--- src/hw/rtl/mpq_pkg.sv ---
// ----------------------------------------------------------------------------
// Min priority queue package
// Field widths, action and status codes, and the cell control type.
// ----------------------------------------------------------------------------
`default_nettype none

package mpq_pkg;

    localparam int KEY_W            = 32;
    localparam int ACTION_W         = 2;
    localparam int STATUS_W         = 2;
    localparam int DEFAULT_CAPACITY = 64;

    // Input tdata: action, key_in; padded to whole bytes.
    localparam int IN_DATA_W = ((ACTION_W + KEY_W + 7) / 8) * 8;

    typedef enum logic [ACTION_W-1:0] {
        ACT_INSERT = 2'd0,
        ACT_QUERY  = 2'd1,
        ACT_REMOVE = 2'd2,
        ACT_NOP    = 2'd3
    } action_t;

    typedef enum logic [STATUS_W-1:0] {
        ST_OK    = 2'd0,
        ST_EMPTY = 2'd1,
        ST_FULL  = 2'd2,
        ST_RSVD  = 2'd3
    } status_t;

    // Shift command broadcast to every cell of the chain.
    typedef struct packed {
        logic ins;
        logic rem;
    } cell_ctrl_t;

endpackage

`default_nettype wire

--- src/hw/rtl/mpq_cell.sv ---
// ----------------------------------------------------------------------------
// Min priority queue cell
// One slot of the sorted chain: keeps its key on insert, takes the new key,
// or takes the key of its left neighbor; on removal it takes the right one.
// ----------------------------------------------------------------------------
`default_nettype none

module mpq_cell (
    input  wire                                 aclk,
    input  wire                                 aresetn,
    input  wire mpq_pkg::cell_ctrl_t            ctrl,
    input  wire logic signed [mpq_pkg::KEY_W-1:0] new_key,
    input  wire logic signed [mpq_pkg::KEY_W-1:0] left_key,
    input  wire                                 left_valid,
    input  wire                                 left_ahead,
    input  wire logic signed [mpq_pkg::KEY_W-1:0] right_key,
    input  wire                                 right_valid,
    output logic signed [mpq_pkg::KEY_W-1:0]    key,
    output logic                                valid,
    output logic                                ahead
);
    import mpq_pkg::*;

    logic signed [KEY_W-1:0] key_reg;
    logic signed [KEY_W-1:0] key_next;
    logic                    valid_reg;
    logic                    valid_next;

    // The new key belongs at or ahead of this slot. An empty slot counts as
    // holding an infinitely large key, so the flags along the chain are monotone;
    // with a slot free, exactly one cell sees its own flag set and its left clear.
    assign ahead = !valid_reg || (new_key < key_reg);

    always_comb begin
        key_next   = key_reg;
        valid_next = valid_reg;
        if (ctrl.ins && ahead) begin
            if (left_ahead) begin
                key_next   = left_key;
                valid_next = left_valid;
            end else begin
                key_next   = new_key;
                valid_next = 1'b1;
            end
        end else if (ctrl.rem) begin
            key_next   = right_key;
            valid_next = right_valid;
        end
    end

    always_ff @(posedge aclk) begin
        if (!aresetn) begin
            valid_reg <= 1'b0;
        end else begin
            valid_reg <= valid_next;
        end
        key_reg <= key_next;
    end

    assign key   = key_reg;
    assign valid = valid_reg;

endmodule

`default_nettype wire

--- config.mk ---
export PLATFORM = sky130hd
export DESIGN_NAME = mpq_cell
export DESIGN_NICKNAME = d
export VERILOG_FILES = /design/src/hw/rtl/mpq_pkg.sv /design/src/hw/rtl/mpq_cell.sv
export SDC_FILE = /design/constraint.sdc
export NUM_CORES = 1
export LEC_CHECK = 0
export BUFFER_PORTS_ARGS = -buffer_cell sky130_fd_sc_hd__buf_2
export CAP_MARGIN = 40
export CORE_AREA = 4 4 107 119
export DETAILED_ROUTE_END_ITERATION = 8
export DIE_AREA = 0 0 111 123
export PLACE_DENSITY = 0.53
export SLEW_MARGIN = 5
export SYNTH_ARGS = -nofsm -noshare
export SYNTH_HDL_FRONTEND = slang
export SYNTH_SLANG_ARGS = --single-unit
--- constraint.sdc ---
create_clock -name aclk -period 3.87 [get_ports aclk]
set_input_delay 0.387 -clock aclk [delete_from_list [all_inputs] [get_ports aclk]]
set_output_delay 0.387 -clock aclk [all_outputs]
set_load 0.01 [all_outputs]
Yosys cells after proc, flatten, opt, wreduce, memory -nomap -nowiden:

Cells that the tools add are included.

* magnitude comparators: 1
* muxes and demuxes: 6
* reduce and logical (&&, ||, !) cells: 4

Operator list (count)
* 32-bit 2-to-1 mux: 3
* 32-bit < comparator: 1
* 1-bit 2-to-1 mux: 3
* 2-bit nonzero test: 1
* 1-bit logical AND: 1
* 1-bit logical NOT: 1
* 1-bit logical OR: 1

* register bits after elaboration: 33
* input bits: 103
* output and inout port bits: 34
* logic and storage cells: 13

Depth between registers and ports, before layout:

* word-level depth: 4
* mapped depth: 9
* depth with buffers taken out: 8

Worst setup path before layout:

OpenSTA, ideal clock, no wires.

* path kind: register to register
* start point: reg key_reg[30] (netlist: key[30])
* end point: reg key_reg[0] (netlist: key[0]), enable pin
* data arrival time: 2473 ps
* slack: 1022 ps
* stages on the path, launching flop included: 10
* cells stage by stage: edfxtp_1 -> inv_1 -> ha_1 -> a21oi_1 -> nand2_1 -> a221oi_2 -> nand4_1 -> o221ai_4 -> buf_12 -> or2_2

* cells in the longest elaborated chain, start to end: 4

Ends and longest elaborated chain
* start: declaration: line mpq_cell.sv:24 `logic signed [KEY_W-1:0] key_reg;`
* start signal: assignment: line mpq_cell.sv:57 `key_reg <= key_next;`
* 32-bit < comparator: line mpq_cell.sv:32 `assign ahead = !valid_reg || (new_key < key_reg);`
* 1-bit logical OR: line mpq_cell.sv:32
* 1-bit logical AND: line mpq_cell.sv:37 `if (ctrl.ins && ahead) begin`
* 2-bit nonzero test (no line)

No other way between the ends.
A chain may end at the register's enable or synchronous reset.

Worst setup path after layout:

* start point: reg key_reg[17] (netlist: key[17])
* end point: reg key_reg[18] (netlist: key[18]), enable pin

Same word-level chain as after synthesis.

==> reports/qor.csv <==
stage;metric;value;unit
status;status;complete, no violations;
finish;multiInputGateArea;0.00161;mm2
detailed_routing;drtIter0Drc;60;
clock_network;cts_max_level;2;
clock_network;clock_sinks;33;
logic_synthesis;ys_ff_latch;33;
finish;final_cell_mix;buf_2, mux2_2, inv_1, edfxtp_1, ha_1;
sta;setup_viol;0;
clock_network;clockBufferDepth;2;
clock_network;cts_buffers;5;
setup_path;critPathCapture;key[18]$_DFFE_PP_;
finish;final_nets;504;
sta;fin_skew;0.00191;ns
finish;n_antenna_cell;0;
logic_synthesis;postSynthCellCount;230;
global_route;grt.total_usage;0.110;
setup_path;cp_max_fo;24;
setup_path;r2r-start;key[17]$_DFFE_PP_;
place;dpl_cell_area;0.00365;mm2
die;die_area;0.0137;mm2
setup_path;ff2ff_setup_slack;0.78;ns
global_route;grt_pass1_vias;2383;
flow_run;maxCapViolCount;0;
setup_path;crit_type;reg -> reg;
sta;period_needed;3.09;ns
logic_synthesis;synth-edff-count;32;
logic_synthesis;async_reset_ff_frac;0;
die;die_w;111;um
power_and_ir_drop;powerDensity;443;mW/mm2
detailed_routing;via_per_inst;4.30;
sta;max_freq;0.324;GHz
die;coreArea;0.0114;mm2
die;initial_core_util;0.246;
clock_network;cts_hold_buf;0;
global_route;grt-ovfl-total;0;
finish;largest_reg_flops;32;
logic_synthesis;syn-num-nets;364;
setup_path;end_kind;register;
place;dp.final_hpwl;6220;um
global_route;antenna_found_initial;2;
sta;rsz0062_at_grt;false;
clock_network;cts_resized;0;
detailed_routing;vias;2239;
logic_synthesis;yosysUniqueCellTypes;34;
sta;slew_viol_final;0;
worst_hold_path;hold_class;in -> reg;
setup_path;cp_data_arrival_time;3.06;ns
detailed_routing;antenna_left;0;
power_and_ir_drop;peakVddDrop;0.000169;V
clock_network;post-cts-setup-buffers;0;
die;io_pins;137;
detailed_routing;wl_per_cell;14.6;um
logic_synthesis;syn_area;0.00281;mm2
die;die_y;123;um
sta;fin_setup_tns;0;ns
setup_path;startpoint;key[17]$_DFFE_PP_;
sta;hold_violations;0;
die;rows;41;
finish;stdcell_area;0.00379;mm2
finish;n_fill_cell;1181;
global_route;grt_start_max_net_pins;34;
logic_synthesis;synth_warnings;0;
setup_path;r2r_end;key[18]$_DFFE_PP_;
place;port_buffers;136;
finish;area_growth;34.7;%
setup_path;r2r_cells;10;
finish;layout_commonest_cell;buf_2;
detailed_routing;drtPass1Iterations;4;
global_route;grt_pass1_wl;11900;um
logic_synthesis;ys_seq_area_frac;0.349;
clock_network;clk_latency;0.27;ns
finish;regArea;981;um2
setup_path;critPathLaunchType;register;
power_and_ir_drop;power.leakage;1.90;nW
detailed_routing;drc;0;
sta;fin_crit_sh;0.798;
clock_network;clk_pin_slew_worst_paths;0.06;ns
sta;worst_slew_pin_slew;0.833;ns
sta;relSlewSlack;0.445;
finish;drive_gt1_frac;0.593;
detailed_routing;totalWireLength;7630;um
place;gp_congestion;0.792;
logic_synthesis;syn-mean-instance-area;12.2;um2
setup_path;cp_data_required_time;3.85;ns
logic_synthesis;ys.flop_type;edfxtp_1;
clock_network;cts_tree;yes;
clock_network;cts_root_buffer;clkbuf_16;
## metrics by stage
step                power, mW  instances   util  hold WS [ns]  worst slack (ns)
global route             1.81        521  0.331         0.351             0.467
detailed placement       1.32        513  0.319         0.635             0.538
global placement         1.29        512  0.317         0.627             0.306
CTS                      1.72        521  0.331         0.341             0.659
floorplan                1.07        230      -         0.513              1.02
finish                   1.68        521  0.331         0.343             0.783
## kinds of logic after synthesis
logic type / Yosys count / synth area share
buffers and inverters: 42 / 0.0796
AO/OA/AOI/OAI: 30 / 0.0805
AND/OR/NAND/NOR: 29 / 0.0565
multiplexers: 65 / 0.297
flip-flops: 33 / 0.349
adder cells (fa/ha/maj): 31 / 0.138
## worst min-delay path by stage
stage	from	end	cells after the start
after global routing	aresetn	valid$_SDFFE_PN0P_	3
final	aresetn	valid$_SDFFE_PN0P_	3
after floorplan	aresetn	valid$_SDFFE_PN0P_	2
after detailed placement	aresetn	valid$_SDFFE_PN0P_	3
after global placement	aresetn	valid$_SDFFE_PN0P_	3
after CTS	aresetn	valid$_SDFFE_PN0P_	3
## Yosys cell counts, types with 2 or more instances
master / count / area, um2
mux2_2: 36 / 405
dlygate4sd3_1: 2 / 20.0
nor2_1: 3 / 11.3
ha_1: 31 / 388
mux2_4: 28 / 420
inv_1: 35 / 131
edfxtp_1: 32 / 961
nand2_1: 11 / 41.3
nand4_1: 5 / 31.3
or2_2: 2 / 12.5
nand3_1: 3 / 15.0
a221oi_2: 2 / 30.0
buf_12: 3 / 60.1
a21oi_1: 12 / 60.1
o21ai_0: 6 / 30.0
## layout make-up
| type | instances | area share |
|---|---|---|
| clock inverter | 3 | 0.00330 |
| tap | 150 | 0.0495 |
| inverter | 35 | 0.0347 |
| timing repair buffer | 140 | 0.196 |
| sequential | 33 | 0.259 |
| clock buffer | 5 | 0.0330 |
| multi-input combinational | 155 | 0.425 |
## critical path, stage by stage (launching register included)
cell      delay [ns]
edfxtp_1        0.39
inv_1           0.07
ha_1            0.23
a21oi_1         0.14
o21ai_0         0.14
a221oi_2        0.37
nand4_1         0.22
o221ai_4        0.44
buf_16          0.22
or2_2           0.31
buf_12          0.24
## report_power, final
part | internal [mW] | switching (mW) | total [mW] | leakage [nW]
clock network | 0.233 | 0.151 | 0.384 | 0.0687
registers | 0.513 | 0.0481 | 0.561 | 0.334
logic | 0.379 | 0.356 | 0.734 | 1.50
total | 1.12 | 0.555 | 1.68 | 1.90
## metal layers
layer / share of wire / up-vias / routed length, um / GRT usage
met5: 0.0045 / - / 34 / 0
met4: 0.0064 / 4 / 49 / 0.0246
met3: 0.085 / 8 / 650 / 0.0387
met2: 0.48 / 86 / 3640 / 0.193
met1: 0.43 / 1017 / 3250 / 0.131
li1: - / 1124 / - / -
(Power assumes the default switching activity.)
